### src/sv/psw_pkg.sv
// ----------------------------------------------------------------------------
// psw_pkg
// Shared types and constants for the planar span write mask generator:
// edge mask tables, field widths, register indexes and the decoded span word.
// ----------------------------------------------------------------------------
`default_nettype none

package psw_pkg;

  // Field widths
  localparam int ADDR_W   = 16;
  localparam int MASK_W   = 4;
  localparam int COUNT_W  = 10;
  localparam int COLOR_W  = 8;
  localparam int X_W      = 10;
  localparam int Y_W      = 8;
  localparam int WIDTH_W  = 10;
  localparam int LW_W     = 9;
  localparam int PROD_W   = Y_W + LW_W;
  // Byte distance from first to last byte of a span (0 to 256)
  localparam int DIFF_W   = 9;
  // Pixel end column x + w - 1 (up to 2045)
  localparam int END_W    = 11;
  // Scan line compare width, holds MAX_LINES up to 2047
  localparam int LINE_CMP_W = 11;

  // Configuration port
  localparam int CFG_DATA_W = 16;
  localparam int CFG_IDX_W  = 1;

  typedef enum logic [CFG_IDX_W-1:0] {
    CFG_BUFFER_OFFSET = 1'b0,
    CFG_LINE_WIDTH    = 1'b1
  } cfg_idx_t;

  localparam logic [ADDR_W-1:0] BUFFER_OFFSET_RST = 16'd0;
  localparam logic [LW_W-1:0]   LINE_WIDTH_RST    = 9'd80;

  localparam int MAX_LINES_DEF = 256;

  // Plane masks for the left and right edge byte, indexed by pixel & 3
  typedef logic [MASK_W-1:0] mask_tbl_t [4];
  localparam mask_tbl_t LEFT_EDGE  = '{4'd15, 4'd14, 4'd12, 4'd8};
  localparam mask_tbl_t RIGHT_EDGE = '{4'd1, 4'd3, 4'd7, 4'd15};
  localparam logic [MASK_W-1:0] FULL_MASK = 4'd15;

  // Decoded span, handed from the decode logic to the command sequencer
  typedef struct packed {
    logic [ADDR_W-1:0]  base;
    logic [MASK_W-1:0]  lmask;
    logic [MASK_W-1:0]  rmask;
    logic [DIFF_W-1:0]  diff;
    logic [COLOR_W-1:0] color;
  } span_t;

endpackage

`default_nettype wire

### src/sv/psw_span_decode.sv
// ----------------------------------------------------------------------------
// psw_span_decode
// Decodes one registered span into its first byte address, edge masks and
// byte distance; flags spans that produce no commands.
// ----------------------------------------------------------------------------
`default_nettype none

module psw_span_decode #(
  parameter int MAX_LINES = psw_pkg::MAX_LINES_DEF
) (
  input  wire logic [psw_pkg::X_W-1:0]     span_x,
  input  wire logic [psw_pkg::Y_W-1:0]     span_y,
  input  wire logic [psw_pkg::WIDTH_W-1:0] span_width,
  input  wire logic [psw_pkg::COLOR_W-1:0] fill_color,
  input  wire logic [psw_pkg::ADDR_W-1:0]  buffer_offset,
  input  wire logic [psw_pkg::LW_W-1:0]    line_width,
  output psw_pkg::span_t                   span,
  output logic                             drop
);

  logic [psw_pkg::END_W-1:0]  end_px;
  logic [psw_pkg::PROD_W-1:0] row_prod;
  logic [psw_pkg::DIFF_W-1:0] x_byte;
  logic [psw_pkg::DIFF_W-1:0] end_byte;

  // Drop empty spans and scan lines past the frame
  assign drop = (span_width == '0) ||
                (psw_pkg::LINE_CMP_W'(span_y) >= psw_pkg::LINE_CMP_W'(MAX_LINES));

  // Last pixel column and byte positions
  assign end_px   = psw_pkg::END_W'(span_x) + psw_pkg::END_W'(span_width)
                    - psw_pkg::END_W'(1);
  assign x_byte   = psw_pkg::DIFF_W'(span_x[psw_pkg::X_W-1:2]);
  assign end_byte = end_px[psw_pkg::END_W-1:2];

  // Row start: offset + y * line_width + x / 4, wrapping at 16 bits
  assign row_prod = psw_pkg::PROD_W'(span_y) * psw_pkg::PROD_W'(line_width);

  always_comb begin
    span.base  = buffer_offset + row_prod[psw_pkg::ADDR_W-1:0]
                 + psw_pkg::ADDR_W'(x_byte);
    span.lmask = psw_pkg::LEFT_EDGE[span_x[1:0]];
    span.rmask = psw_pkg::RIGHT_EDGE[end_px[1:0]];
    span.diff  = end_byte - x_byte;
    span.color = fill_color;
  end

endmodule

`default_nettype wire

### src/sv/psw_cmd_seq.sv
// ----------------------------------------------------------------------------
// psw_cmd_seq
// Holds one decoded span and steps it through the left, middle and right
// commands it needs, one per cycle unless stalled, into the output register.
// ----------------------------------------------------------------------------
`default_nettype none

module psw_cmd_seq (
  input  wire logic                         clk,
  input  wire logic                         rst_n,
  input  wire logic                         span_valid,
  input  wire psw_pkg::span_t               span,
  output logic                              span_ready,
  output logic                              out_valid,
  input  wire logic                         out_stall,
  output logic [psw_pkg::ADDR_W-1:0]        out_write_address,
  output logic [psw_pkg::MASK_W-1:0]        out_plane_mask,
  output logic [psw_pkg::COUNT_W-1:0]       out_byte_count,
  output logic [psw_pkg::COLOR_W-1:0]       out_write_color,
  output logic                              out_last_command
);

  typedef enum logic [1:0] {
    PH_LEFT,
    PH_MID,
    PH_RIGHT
  } phase_t;

  phase_t                        phase_r, phase_nxt;
  logic                          hold_valid_r;
  psw_pkg::span_t                hold_r;
  logic                          out_valid_r;
  logic [psw_pkg::ADDR_W-1:0]    addr_r;
  logic [psw_pkg::MASK_W-1:0]    mask_r;
  logic [psw_pkg::COUNT_W-1:0]   count_r;
  logic [psw_pkg::COLOR_W-1:0]   color_r;
  logic                          last_r;

  logic                          out_free;
  logic                          emit;
  logic                          single;
  logic                          is_last;
  logic [psw_pkg::ADDR_W-1:0]    addr_step;
  logic [psw_pkg::ADDR_W-1:0]    cmd_addr;
  logic [psw_pkg::MASK_W-1:0]    cmd_mask;
  logic [psw_pkg::COUNT_W-1:0]   cmd_count;

  // Handshake between held span and output register
  assign out_free   = !out_valid_r || !out_stall;
  assign emit       = hold_valid_r && out_free;
  assign single     = (hold_r.diff == '0);
  assign is_last    = (phase_r == PH_RIGHT) || ((phase_r == PH_LEFT) && single);
  assign span_ready = !hold_valid_r || (out_free && is_last);

  // Build the command for the current phase
  always_comb begin
    unique case (phase_r)
      PH_LEFT: begin
        addr_step = '0;
        cmd_mask  = single ? (hold_r.lmask & hold_r.rmask) : hold_r.lmask;
        cmd_count = psw_pkg::COUNT_W'(1);
        phase_nxt = (hold_r.diff > psw_pkg::DIFF_W'(1)) ? PH_MID : PH_RIGHT;
      end
      PH_MID: begin
        addr_step = psw_pkg::ADDR_W'(1);
        cmd_mask  = psw_pkg::FULL_MASK;
        cmd_count = psw_pkg::COUNT_W'(hold_r.diff - psw_pkg::DIFF_W'(1));
        phase_nxt = PH_RIGHT;
      end
      PH_RIGHT: begin
        addr_step = psw_pkg::ADDR_W'(hold_r.diff);
        cmd_mask  = hold_r.rmask;
        cmd_count = psw_pkg::COUNT_W'(1);
        phase_nxt = PH_RIGHT;
      end
      default: begin
        addr_step = '0;
        cmd_mask  = hold_r.lmask;
        cmd_count = psw_pkg::COUNT_W'(1);
        phase_nxt = PH_LEFT;
      end
    endcase
    cmd_addr = hold_r.base + addr_step;
  end

  // Hold the span, advance the phase and load the output register
  always_ff @(posedge clk) begin
    if (!rst_n) begin
      phase_r      <= PH_LEFT;
      hold_valid_r <= 1'b0;
      out_valid_r  <= 1'b0;
    end else begin
      if (span_valid && span_ready) begin
        hold_r       <= span;
        hold_valid_r <= 1'b1;
        phase_r      <= PH_LEFT;
      end else if (emit && is_last) begin
        hold_valid_r <= 1'b0;
      end else if (emit) begin
        phase_r <= phase_nxt;
      end

      if (out_free) begin
        out_valid_r <= hold_valid_r;
      end
      if (emit) begin
        addr_r  <= cmd_addr;
        mask_r  <= cmd_mask;
        count_r <= cmd_count;
        color_r <= hold_r.color;
        last_r  <= is_last;
      end
    end
  end

  assign out_valid         = out_valid_r;
  assign out_write_address = addr_r;
  assign out_plane_mask    = mask_r;
  assign out_byte_count    = count_r;
  assign out_write_color   = color_r;
  assign out_last_command  = last_r;

  // A middle phase only exists for spans with an inner byte run
  a_mid_needs_run: assert property (@(posedge clk) disable iff (!rst_n)
    (hold_valid_r && phase_r == PH_MID) |-> (hold_r.diff > psw_pkg::DIFF_W'(1)))
    else $error("middle phase on a span without inner bytes");

  // The right edge phase never belongs to a single-byte span
  a_right_not_single: assert property (@(posedge clk) disable iff (!rst_n)
    (hold_valid_r && phase_r == PH_RIGHT) |-> !single)
    else $error("right edge phase on a single-byte span");

  // Every shown command writes at least one plane and one byte
  a_cmd_nonempty: assert property (@(posedge clk) disable iff (!rst_n)
    out_valid_r |-> (mask_r != '0 && count_r != '0))
    else $error("empty write command");

  // A new span is taken only once the held one has finished
  a_no_overwrite: assert property (@(posedge clk) disable iff (!rst_n)
    (span_valid && span_ready && hold_valid_r) |-> (emit && is_last))
    else $error("held span replaced before its last command");

  // Reset empties the output register
  a_reset_clears: assert property (@(posedge clk)
    !rst_n |=> !out_valid_r)
    else $error("output valid after reset");

endmodule

`default_nettype wire

### src/sv/planar_span_write_mask_generator_core.sv
// A span word is taken into the input register, decoded, held in the command
// sequencer and shown from its output register; further commands of the same
// span (left edge, middle run, right edge) follow one per cycle unless the
// output stalls. The input register can take another span word meanwhile.
// Reset: synchronous, active low; clears all valids, sets buffer_offset to 0
// and line_width to 80.
// ----------------------------------------------------------------------------
// planar_span_write_mask_generator_core
// Turns horizontal fill spans on a four-plane frame into byte write commands
// with plane masks: input register, span decode, command sequencer.
// ----------------------------------------------------------------------------
`default_nettype none

module planar_span_write_mask_generator_core #(
  parameter int MAX_LINES = psw_pkg::MAX_LINES_DEF
) (
  input  wire logic                             clk,
  input  wire logic                             rst_n,
  // Configuration
  input  wire logic                             cfg_wr_en,
  input  wire logic [psw_pkg::CFG_IDX_W-1:0]    cfg_index,
  input  wire logic [psw_pkg::CFG_DATA_W-1:0]   cfg_wdata,
  // Span input
  input  wire logic                             in_valid,
  output logic                                  in_stall,
  input  wire logic [psw_pkg::X_W-1:0]          in_span_x,
  input  wire logic [psw_pkg::Y_W-1:0]          in_span_y,
  input  wire logic [psw_pkg::WIDTH_W-1:0]      in_span_width,
  input  wire logic [psw_pkg::COLOR_W-1:0]      in_fill_color,
  // Command output
  output logic                                  out_valid,
  input  wire logic                             out_stall,
  output logic [psw_pkg::ADDR_W-1:0]            out_write_address,
  output logic [psw_pkg::MASK_W-1:0]            out_plane_mask,
  output logic [psw_pkg::COUNT_W-1:0]           out_byte_count,
  output logic [psw_pkg::COLOR_W-1:0]           out_write_color,
  output logic                                  out_last_command
);

  logic [psw_pkg::ADDR_W-1:0]   buffer_offset_r;
  logic [psw_pkg::LW_W-1:0]     line_width_r;

  logic                         in_valid_r;
  logic [psw_pkg::X_W-1:0]      span_x_r;
  logic [psw_pkg::Y_W-1:0]      span_y_r;
  logic [psw_pkg::WIDTH_W-1:0]  span_width_r;
  logic [psw_pkg::COLOR_W-1:0]  fill_color_r;

  psw_pkg::span_t               span;
  logic                         drop;
  logic                         span_ready;

  // Configuration registers
  always_ff @(posedge clk) begin
    if (!rst_n) begin
      buffer_offset_r <= psw_pkg::BUFFER_OFFSET_RST;
      line_width_r    <= psw_pkg::LINE_WIDTH_RST;
    end else if (cfg_wr_en) begin
      unique case (psw_pkg::cfg_idx_t'(cfg_index))
        psw_pkg::CFG_BUFFER_OFFSET: buffer_offset_r <= cfg_wdata;
        psw_pkg::CFG_LINE_WIDTH:    line_width_r    <= cfg_wdata[psw_pkg::LW_W-1:0];
        default: ;
      endcase
    end
  end

  // Stall only while a live span waits for the sequencer
  assign in_stall = in_valid_r && !drop && !span_ready;

  // Input register
  always_ff @(posedge clk) begin
    if (!rst_n) begin
      in_valid_r <= 1'b0;
    end else if (!in_stall) begin
      in_valid_r   <= in_valid;
      span_x_r     <= in_span_x;
      span_y_r     <= in_span_y;
      span_width_r <= in_span_width;
      fill_color_r <= in_fill_color;
    end
  end

  psw_span_decode #(
    .MAX_LINES (MAX_LINES)
  ) u_decode (
    .span_x        (span_x_r),
    .span_y        (span_y_r),
    .span_width    (span_width_r),
    .fill_color    (fill_color_r),
    .buffer_offset (buffer_offset_r),
    .line_width    (line_width_r),
    .span          (span),
    .drop          (drop)
  );

  psw_cmd_seq u_seq (
    .clk               (clk),
    .rst_n             (rst_n),
    .span_valid        (in_valid_r && !drop),
    .span              (span),
    .span_ready        (span_ready),
    .out_valid         (out_valid),
    .out_stall         (out_stall),
    .out_write_address (out_write_address),
    .out_plane_mask    (out_plane_mask),
    .out_byte_count    (out_byte_count),
    .out_write_color   (out_write_color),
    .out_last_command  (out_last_command)
  );

endmodule

`default_nettype wire
### config.mk
export PLATFORM = sky130hd
export DESIGN_NAME = planar_span_write_mask_generator_core
export DESIGN_NICKNAME = d
export VERILOG_FILES = /design/src/sv/psw_pkg.sv /design/src/sv/psw_span_decode.sv /design/src/sv/psw_cmd_seq.sv /design/src/sv/planar_span_write_mask_generator_core.sv
export SDC_FILE = /design/constraint.sdc
export NUM_CORES = 1
export LEC_CHECK = 0
export BUFFER_PORTS_ARGS = -buffer_cell sky130_fd_sc_hd__buf_2
export CELL_PAD_IN_SITES_DETAIL_PLACEMENT = 0
export CELL_PAD_IN_SITES_GLOBAL_PLACEMENT = 1
export CORE_AREA = 2 2 151 153
export CTS_CLUSTER_DIAMETER = 200
export DETAILED_ROUTE_END_ITERATION = 10
export DIE_AREA = 0 0 153 155
export PLACE_DENSITY_LB_ADDON = 0.08
export SLEW_MARGIN = 20
export SYNTH_ARGS = -nofsm -noshare
export SYNTH_HDL_FRONTEND = slang
export SYNTH_SLANG_ARGS = --single-unit
### constraint.sdc
create_clock -name clk -period 5.3 [get_ports clk]
set_clock_uncertainty 0.2 [all_clocks]
set_input_delay 1.06 -clock clk [delete_from_list [all_inputs] [get_ports clk]]
set_output_delay 1.06 -clock clk [all_outputs]
set_load 0.02 [all_outputs]
After elaboration in Yosys (flattened, before gate mapping)
Cells that the tools add are included.

storage, ports and cells
  register bits after elaboration = 146
  logic and storage cells = 80
  output and inout port bits = 41
  input port bits = 58

operators by class
  $add $sub $neg = 7
  $mul = 1
  bitwise operators = 7
  equal/unequal tests = 2
  $lt $le $gt $ge = 3
  reduce and logical (&&, ||, !) cells = 27
  mux-type cells = 13

operators by type and width
  operator                                                                          count
  4-bit two-way mux                                                                 5
  9-bit one-hot mux with 2 select lines                                             1
  16-bit adder                                                                      1
  16-bit by 8-bit adder with 16-bit output                                          1
  16-bit by 9-bit adder with 16-bit output                                          1
  4-bit binary-select mux with 2-bit select                                         2
  8-bit by 9-bit multiplier with 16-bit output                                      1
  4-bit one-hot mux with 3 select lines                                             1
  2-bit AND reduction                                                               6
  10-bit by 10-bit adder with 11-bit output                                         1
  11-bit by 1-bit subtractor with 11-bit output (second input constant)             1
  10-bit logical NOT                                                                1
  9-bit by 1-bit subtractor with 10-bit output (second input constant)              1
  9-bit by 1-bit greater-than comparator with 1-bit output (second input constant)  1
  9-bit logical NOT                                                                 1
  9-bit by 8-bit subtractor with 9-bit output                                       1
  1-bit logical AND                                                                 7
  3-bit greater-or-equal comparator (second input constant)                         2
  2-bit inverter with 3-bit output                                                  2
  1-bit logical NOT                                                                 5
  4-bit bitwise AND                                                                 1
  1-bit inverter                                                                    4
  2-bit one-hot mux with 2 select lines                                             1
  2-bit OR reduction                                                                2
  7 further kinds                                                                   10

Depth between registers and ports, before layout
Gate-level depths: netlist of run 1.

  depth in word-level cells = 9
  depth in mapped cells = 19
  gate-level depth less buffers = 18

Hierarchy
A second synthesis of run 1 with hierarchy kept.

unflattened totals
  cells, all modules = 883
  area, all modules = 9,803.2 µm²

modules (own cells, without submodules)
  module                                 seq. area each (µm²)  area an instance (µm²)  cells an instance  times used
  psw_span_decode                        0.0                   3,983.8                 474                1
  psw_cmd_seq                            2,482.4               3,692.3                 265                1
  planar_span_write_mask_generator_core  1,601.5               2,127.0                 144                1

Worst setup path before layout of run 1
OpenSTA, ideal clock, no wires.

  path type = reg2reg
  from = register span_y_r[4] (netlist bit)
  to = register u_seq.hold_r[40] (netlist bit), data pin
  arrival time = 4,951 ps
  period minus slack after synthesis = 5,407 ps
  buffers on the path = 0
  library setup time = 256 ps
  data required time = 4,844 ps
  setup slack = -107 ps
  cell stages (with the launch flop) = 17
  cells stage by stage = edfxtp_1 -> and2_1 -> fa_1 -> inv_1 -> fa_1 -> inv_1 -> fa_1 -> fa_1 -> inv_1 -> fa_1 -> inv_1 -> ha_1 -> or4_4 -> o221ai_2 -> o21ai_2 -> or4_1 -> and4_1

RTL lines
  item                    line                                         source
  from (decl)             planar_span_write_mask_generator_core.sv:45  logic [psw_pkg::Y_W-1:0] span_y_r;
  from (signal assigned)  planar_span_write_mask_generator_core.sv:77  span_y_r <= in_span_y;
  to (signal assigned)    psw_cmd_seq.sv:94                            hold_r <= span;
  to (decl)               psw_cmd_seq.sv:31                            psw_pkg::span_t hold_r;

==> flow_metrics.env, run 1 <==
export IMPL_critPathMostFrequentCell="fa_1"
export IMPL_hpwl_mm=14.7
export IMPL_clkLatencyLatePin_ns=0.43
export IMPL_startpoint="span_y_r[2]"
export IMPL_syn_nets=1069
export IMPL_design_area_mm2=0.0112
export IMPL_firstDrtPassIters=4
export IMPL_synthTopCellsByArea="edfxtp_1, fa_1, ha_1"
export IMPL_first_iter_violations=231
export IMPL_clk_pin_slew_ns=0.07
export IMPL_ys_seq_area_frac=0.432
export IMPL_synth_commonest_cells="inv_1, edfxtp_1, nand2_1, ha_1, fa_1"
export IMPL_grt_pass1_vias=6253
export IMPL_ir_drop_v=0.000199
export IMPL_port_buffers=98
export IMPL_drive_above_1_share=0.192
export IMPL_die_h_um=155
export IMPL_worst_ep_arrival_time_ns=5.32
export IMPL_slew_violations=0
export IMPL_syn_area_mm2=0.00931
export IMPL_wire_per_inst_um=14.3
export IMPL_fp_dieArea_mm2=0.0237
export IMPL_yosysUniqueCellTypes=46
export IMPL_clock_fmax_mhz=188
export IMPL_grt_overflow=0
export IMPL_pre_cts_ws_ns=-0.168
export IMPL_syn_avg_cell_area_um2=10.8
export IMPL_clock_tree_buffer_depth=2
export IMPL_maxCapViolations=0
export IMPL_fillCellCount=2063
export IMPL_area_growth_syn_to_layout_pct=19.8
export IMPL_postRouteAntennaNets=0
export IMPL_required_ns=5.29
export IMPL_yosys_area_top_type="edfxtp_1"
export IMPL_fp_dieW_um=153
export IMPL_track_usage=0.168
export IMPL_hold_path_class="reg -> reg"
export IMPL_yosys_warnings=0
export IMPL_worst_r2r_startpoint="span_y_r[2]"
export IMPL_h_tree_depth=4
export IMPL_grt_pass1_wl_mm=31.7
export IMPL_hold_ws_ns=0.218
export IMPL_violations="setup timing"
export IMPL_antenna_found_initial=0
export IMPL_start_kind="flip-flop"
export IMPL_r2r_worst_path_cells=16
export IMPL_p_leak_nw=5.01
export IMPL_r2r_slack_ns=-0.03
export IMPL_wl_mm=18.6
export IMPL_io_pins=99
export IMPL_yosysTopAreaCellShare=0.368
export IMPL_critPathMaxFanout=4
export IMPL_fin_tns_setup_ns=-0.0304
export IMPL_endpoint_kind="flip-flop"
export IMPL_cts_sinks=144
export IMPL_max_stage_delay_ns=0.56
export IMPL_synth_most_common_cell="inv_1"
export IMPL_cp_endpoint="u_seq.hold_r[40]"
export IMPL_r2r_end="u_seq.hold_r[40]"
export IMPL_setup_slack_ns=-0.0304
export IMPL_ctsHoldBuffers=0
export IMPL_synthFlopType="edfxtp_1"
export IMPL_drc_errors=0
export IMPL_p_per_area_mw_per_mm2=352
export IMPL_ys_ff_latch=144
export IMPL_num_antenna_cells=0
export IMPL_hold_violations=0
export IMPL_core_rowCount=55
export IMPL_grt_setup_unrepaired="true"
export IMPL_setup_viol=1
export IMPL_cts_tree="yes"
export IMPL_fp_coreArea_mm2=0.0222
export IMPL_ctsRootBufferMaster="clkbuf_16"
export IMPL_place_congestion=0.790
export IMPL_grt_max_degree=40
export IMPL_ys_async_sr_fraction=0
export IMPL_initial_core_util=0.419
export IMPL_synth_edff_count=114
export IMPL_tightest_slew_ns=0.883
export IMPL_via_count=6065
export IMPL_dpl_cell_area_mm2=0.0104
export IMPL_avgViaCountPerCell=4.67
export IMPL_slowest_stage="fa_1"
export IMPL_path_class="reg -> reg"
export IMPL_fin_nets=1211
export IMPL_status="complete, but fails checks"
export IMPL_synth_cells=860
export IMPL_period_minus_slack_ns=5.33
export IMPL_numCtsBuffers=17
export IMPL_slew_limit_headroom=0.411
export IMPL_path_cells="and2_4, fa_1, inv_1, fa_1, inv_1, fa_1, fa_1, inv_2, fa_1, inv_1, ha_2, or4_4, o221ai_4, o21ai_2, or4_1, and4_1"
export IMPL_finalCritPeriodShare=1.01
==> power breakdown <==
group | internal [W] | total, W | switching (W)
combinational | 0.000565 | 0.00122 | 0.000656
sequential | 0.00135 | 0.00139 | 0.0000410
clock | 0.000768 | 0.00132 | 0.000548
==> worst min-delay path by stage <==
stage | start | cells past startpoint | endpoint | slack (ns)
detailed placement | fill_color_r[0] | 0 | u_seq.hold_r[0] | 0.20
CTS | u_seq.hold_r[6] | 0 | u_seq.out_write_color[6] | 0.22
global placement | u_seq.hold_r[0] | 0 | u_seq.out_write_color[0] | 0.20
finish | fill_color_r[1] | 0 | u_seq.hold_r[1] | 0.22
floorplan | fill_color_r[0] | 0 | u_seq.hold_r[0] | 0.20
global route | fill_color_r[0] | 0 | u_seq.hold_r[0] | 0.23
==> worst max-delay path, delay by kind of cell, from the launching register on <==
family,cells,cell delay (ns)
DFF,1,0.45
AOI/OAI and AO/OA,2,0.28
buffers and inverters,4,0.18
adders and majority gates,6,2.66
and+or+nand+nor,4,1.32
==> placed cells by master, fill, tap and decap left out, types with 7 or more instances in the layout <==
master | netlist | final
o21ai_1 | 18 | 19
fa_1 | 64 | 63
nor2_1 | 35 | 33
and2_1 | 60 | 57
nand3_1 | 8 | 8
buf_4 | 0 | 39
buf_2 | 0 | 98
ha_1 | 87 | 84
nor2b_1 | 11 | 10
a21o_1 | 9 | 9
a21oi_1 | 50 | 50
edfxtp_1 | 114 | 114
inv_1 | 122 | 121
xor2_1 | 13 | 13
dfxtp_1 | 30 | 30
clkbuf_16 | 0 | 17
o21ai_0 | 8 | 7
xnor2_1 | 35 | 35
nand2b_1 | 10 | 10
nand2_1 | 105 | 105
==> layer usage <==
layer / global-route usage / part of all wire
met1: 0.234 / 0.51
met2: 0.275 / 0.45
met3: 0.0312 / 0.039
met4: 0.0410 / 0.0092
met5: 0 / 0
==> flip-flops by register name, indices dropped and copies added, names as in the netlist, 9 cells and up <==
register / flops
buffer_offset_r: 16
line_width_r: 9
span_width_r: 10
span_x_r: 10
u_seq.hold_r: 39
u_seq.out_byte_count: 10
u_seq.out_write_address: 16
==> kinds of logic (layout without fill, tap and decap cells) <==
logic type	Yosys count	after routing	synth area share
and+or+nand+nor	253	253	0.132
adders and majority gates	151	151	0.254
DFF	144	144	0.432
buffers and inverters	144	299	0.0580
AOI/OAI and AO/OA	119	119	0.0767
xor gates and xnor gates	48	48	0.0451
muxes	1	1	0.00107
==> per-stage QoR <==
step,instances,power (W),util
after CTS,1296,0.00396,0.498
after global placement,1259,0.00258,0.467
after global routing,1300,0.00420,0.502
final,1300,0.00393,0.502
after detailed placement,1259,0.00259,0.467
after floorplan,860,0.00228,-
==> layout make-up <==
class	count	area [µm²]	share of cell area
multi-input combinational	572	4810	0.431
sequential	144	4020	0.361
timing repair buffer	140	850	0.0761
inverter	127	477	0.0427
clock buffer	17	425	0.0381
tap	285	357	0.0320
clock inverter	15	216	0.0194
==> what timing repair did <==
action,4_1_cts,5_1_grt
endpoints found under the setup margin,3,3
pin swaps,16,7
gates resized for setup,7,3
setup buffers,5,2
Power figures use the tool's default switching activity.
==> run 2, diff against run 1 <==
--- a/config.mk
+++ b/config.mk
@@ -13,6 +13,7 @@
 export DETAILED_ROUTE_END_ITERATION = 10
 export DIE_AREA = 0 0 153 155
 export PLACE_DENSITY_LB_ADDON = 0.08
+export SETUP_SLACK_MARGIN = 0.05
 export SLEW_MARGIN = 20
 export SYNTH_ARGS = -nofsm -noshare
 export SYNTH_HDL_FRONTEND = slang
==> run 2 against run 1 <==
The run now ends clean. Critical path type unchanged. Setup slack improved by 0.037 ns. Die area unchanged. Largest cell class unchanged. Critical path depth unchanged. Non-clock buffer count decreased by 6. Worst hold slack about the same. Combinational power increased by 3%.
==> flow_metrics.env, run 2 (synthesized netlist as in run 1, its figures left out) <==
export IMPL_firstDrtPassIters=4
export IMPL_hold_path_class="reg -> reg"
export IMPL_clock_fmax_mhz=189
export IMPL_drc_errors=0
export IMPL_p_int_w=0.00265
export IMPL_wl_mm=18.7
export IMPL_slew_limit_headroom=0.406
export IMPL_setup_viol=0
export IMPL_track_usage=0.170
export IMPL_ctsRootBufferMaster="clkbuf_16"
export IMPL_io_pins=99
export IMPL_via_count=6086
export IMPL_die_h_um=155
export IMPL_hold_ws_ns=0.218
export IMPL_finalCritPeriodShare=0.999
export IMPL_area_growth_syn_to_layout_pct=19.2
export IMPL_num_antenna_cells=0
export IMPL_grt_setup_unrepaired="true"
export IMPL_place_congestion=0.781
export IMPL_layout_commonest_cell="inv_1"
export IMPL_path_class="reg -> reg"
export IMPL_cts_tree="yes"
export IMPL_cts_sinks=144
export IMPL_largest_reg_flops=39
export IMPL_grt_overflow=0
export IMPL_grt_pass1_wl_mm=32.2
export IMPL_largest_register="u_seq.hold_r"
export IMPL_clkLatencyLatePin_ns=0.43
export IMPL_fillCellCount=2070
export IMPL_clk_pin_slew_ns=0.07
export IMPL_fp_coreArea_mm2=0.0222
export IMPL_fp_dieW_um=153
export IMPL_multi_input_comb_area_mm2=0.00485
export IMPL_power_frac_seq=0.358
export IMPL_p_per_area_mw_per_mm2=351
export IMPL_p_switching_w=0.00125
export IMPL_p_comb_frac=0.322
export IMPL_antenna_found_initial=0
export IMPL_r2r_slack_ns=0.007
export IMPL_h_tree_depth=4
export IMPL_wire_per_inst_um=14.4
export IMPL_initial_core_util=0.419
export IMPL_p_clk_frac=0.320
export IMPL_mostFrequentLayoutCells="inv_1, edfxtp_1, nand2_1, buf_2, ha_1"
export IMPL_core_rowCount=55
export IMPL_numCtsBuffers=17
export IMPL_postRouteAntennaNets=0
export IMPL_port_buffers=98
export IMPL_critPathMaxFanout=6
export IMPL_fp_dieArea_mm2=0.0237
export IMPL_p_total_w=0.00390
export IMPL_clock_tree_buffer_depth=2
export IMPL_p_leak_nw=4.96
export IMPL_start_kind="flip-flop"
export IMPL_hpwl_mm=14.7
export IMPL_endpoint_kind="flip-flop"
export IMPL_required_ns=5.29
export IMPL_fin_nets=1205
export IMPL_drive_above_1_share=0.191
export IMPL_first_iter_violations=235
export IMPL_tightest_slew_ns=0.892
export IMPL_grt_pass1_vias=6537
export IMPL_ir_drop_v=0.000219
export IMPL_avgViaCountPerCell=4.70
export IMPL_grt_max_degree=40
export IMPL_hold_violations=0
export IMPL_regArea_mm2=0.00402
export IMPL_slew_violations=0
export IMPL_sw_frac_of_total=0.321
export IMPL_status="finished, final reports clean"
export IMPL_ctsHoldBuffers=0
export IMPL_maxCapViolations=0
export IMPL_period_minus_slack_ns=5.29
export IMPL_worst_ep_arrival_time_ns=5.28
[run 2: cell count changes in the layout (fill, tap and decap cells not counted), moves of 2 or more]
| cell | before | now |
|---|---|---|
| buf_4 | 39 | 34 |
| clkinv_4 | 0 | 4 |
| clkinv_8 | 2 | 0 |
| ha_2 | 3 | 1 |
| ha_4 | 0 | 2 |
| inv_6 | 6 | 4 |
| o21ai_1 | 19 | 17 |
[run 2: path summary, 6_finish.rpt]
| path | endpoint | startpoint | depth (start not counted) |
|---|---|---|---|
| worst min-delay path | u_seq.out_write_color[1] | u_seq.hold_r[1] | 0 |
| worst max register to register | u_seq.hold_r[40] | span_y_r[4] | 16 |
| worst min register to register | u_seq.out_write_color[1] | u_seq.hold_r[1] | 0 |
| worst max-delay path | u_seq.hold_r[40] | span_y_r[4] | 16 |
[run 2: metrics by stage]
step                instance area (µm²)   util  cells  setup WS [ns]  TNS (ns)
global route                      11100  0.500   1294         -0.209    -0.313
finish                            11100  0.500   1294        0.00688         0
CTS                               11000  0.497   1292         0.0124         0
detailed placement                10400  0.466   1255         -0.108    -0.159
floorplan                          9350      -    860         0.0547         0
global placement                  10400  0.466   1255        -0.0418   -0.0796
[run 2: cell type report]
cell class,instances,area share
inverters,127,0.0429
multi-input cells,572,0.437
repair buffers,134,0.0714
flip-flops and latches,144,0.362
well taps,285,0.0321
clock inverters,15,0.0158
clock buffers,17,0.0383
[run 2: worst max-delay path, stage by stage, from the launching register on]
cell and delay, ns:
edfxtp_1 0.47, and2_4 0.18, fa_1 0.53, inv_1 0.05, fa_1 0.47, inv_1 0.05, fa_1 0.45, fa_1 0.51
inv_1 0.05, fa_1 0.51, inv_2 0.05, ha_4 0.15, or4_4 0.50, o221ai_4 0.17, o21ai_2 0.08, or4_1 0.45
and4_1 0.18
[run 2: what timing repair did]
action	4_1_cts	5_1_grt
setup buffers	5	0
setup endpoints to repair	3	3
pin swaps	10	1
resized for setup	10	4
[run 2: power by group through the flow]
stage | combinational, W | clock, W | sequential, W
2_1_floorplan | 0.000863 | 0 | 0.00142
3_3_place_gp | 0.00118 | 0 | 0.00142
3_5_place_dp | 0.00118 | 0 | 0.00142
4_1_cts | 0.00125 | 0.00128 | 0.00140
5_1_grt | 0.00144 | 0.00133 | 0.00140
6_report | 0.00126 | 0.00125 | 0.00139
[run 2: metal layers]
metal	GRT usage	vias up	wire, µm
met5	0	-	0
met4	0.0397	0	140
met3	0.0309	13	661
met2	0.278	95	8430
met1	0.236	2849	9460
li1	-	3129	-
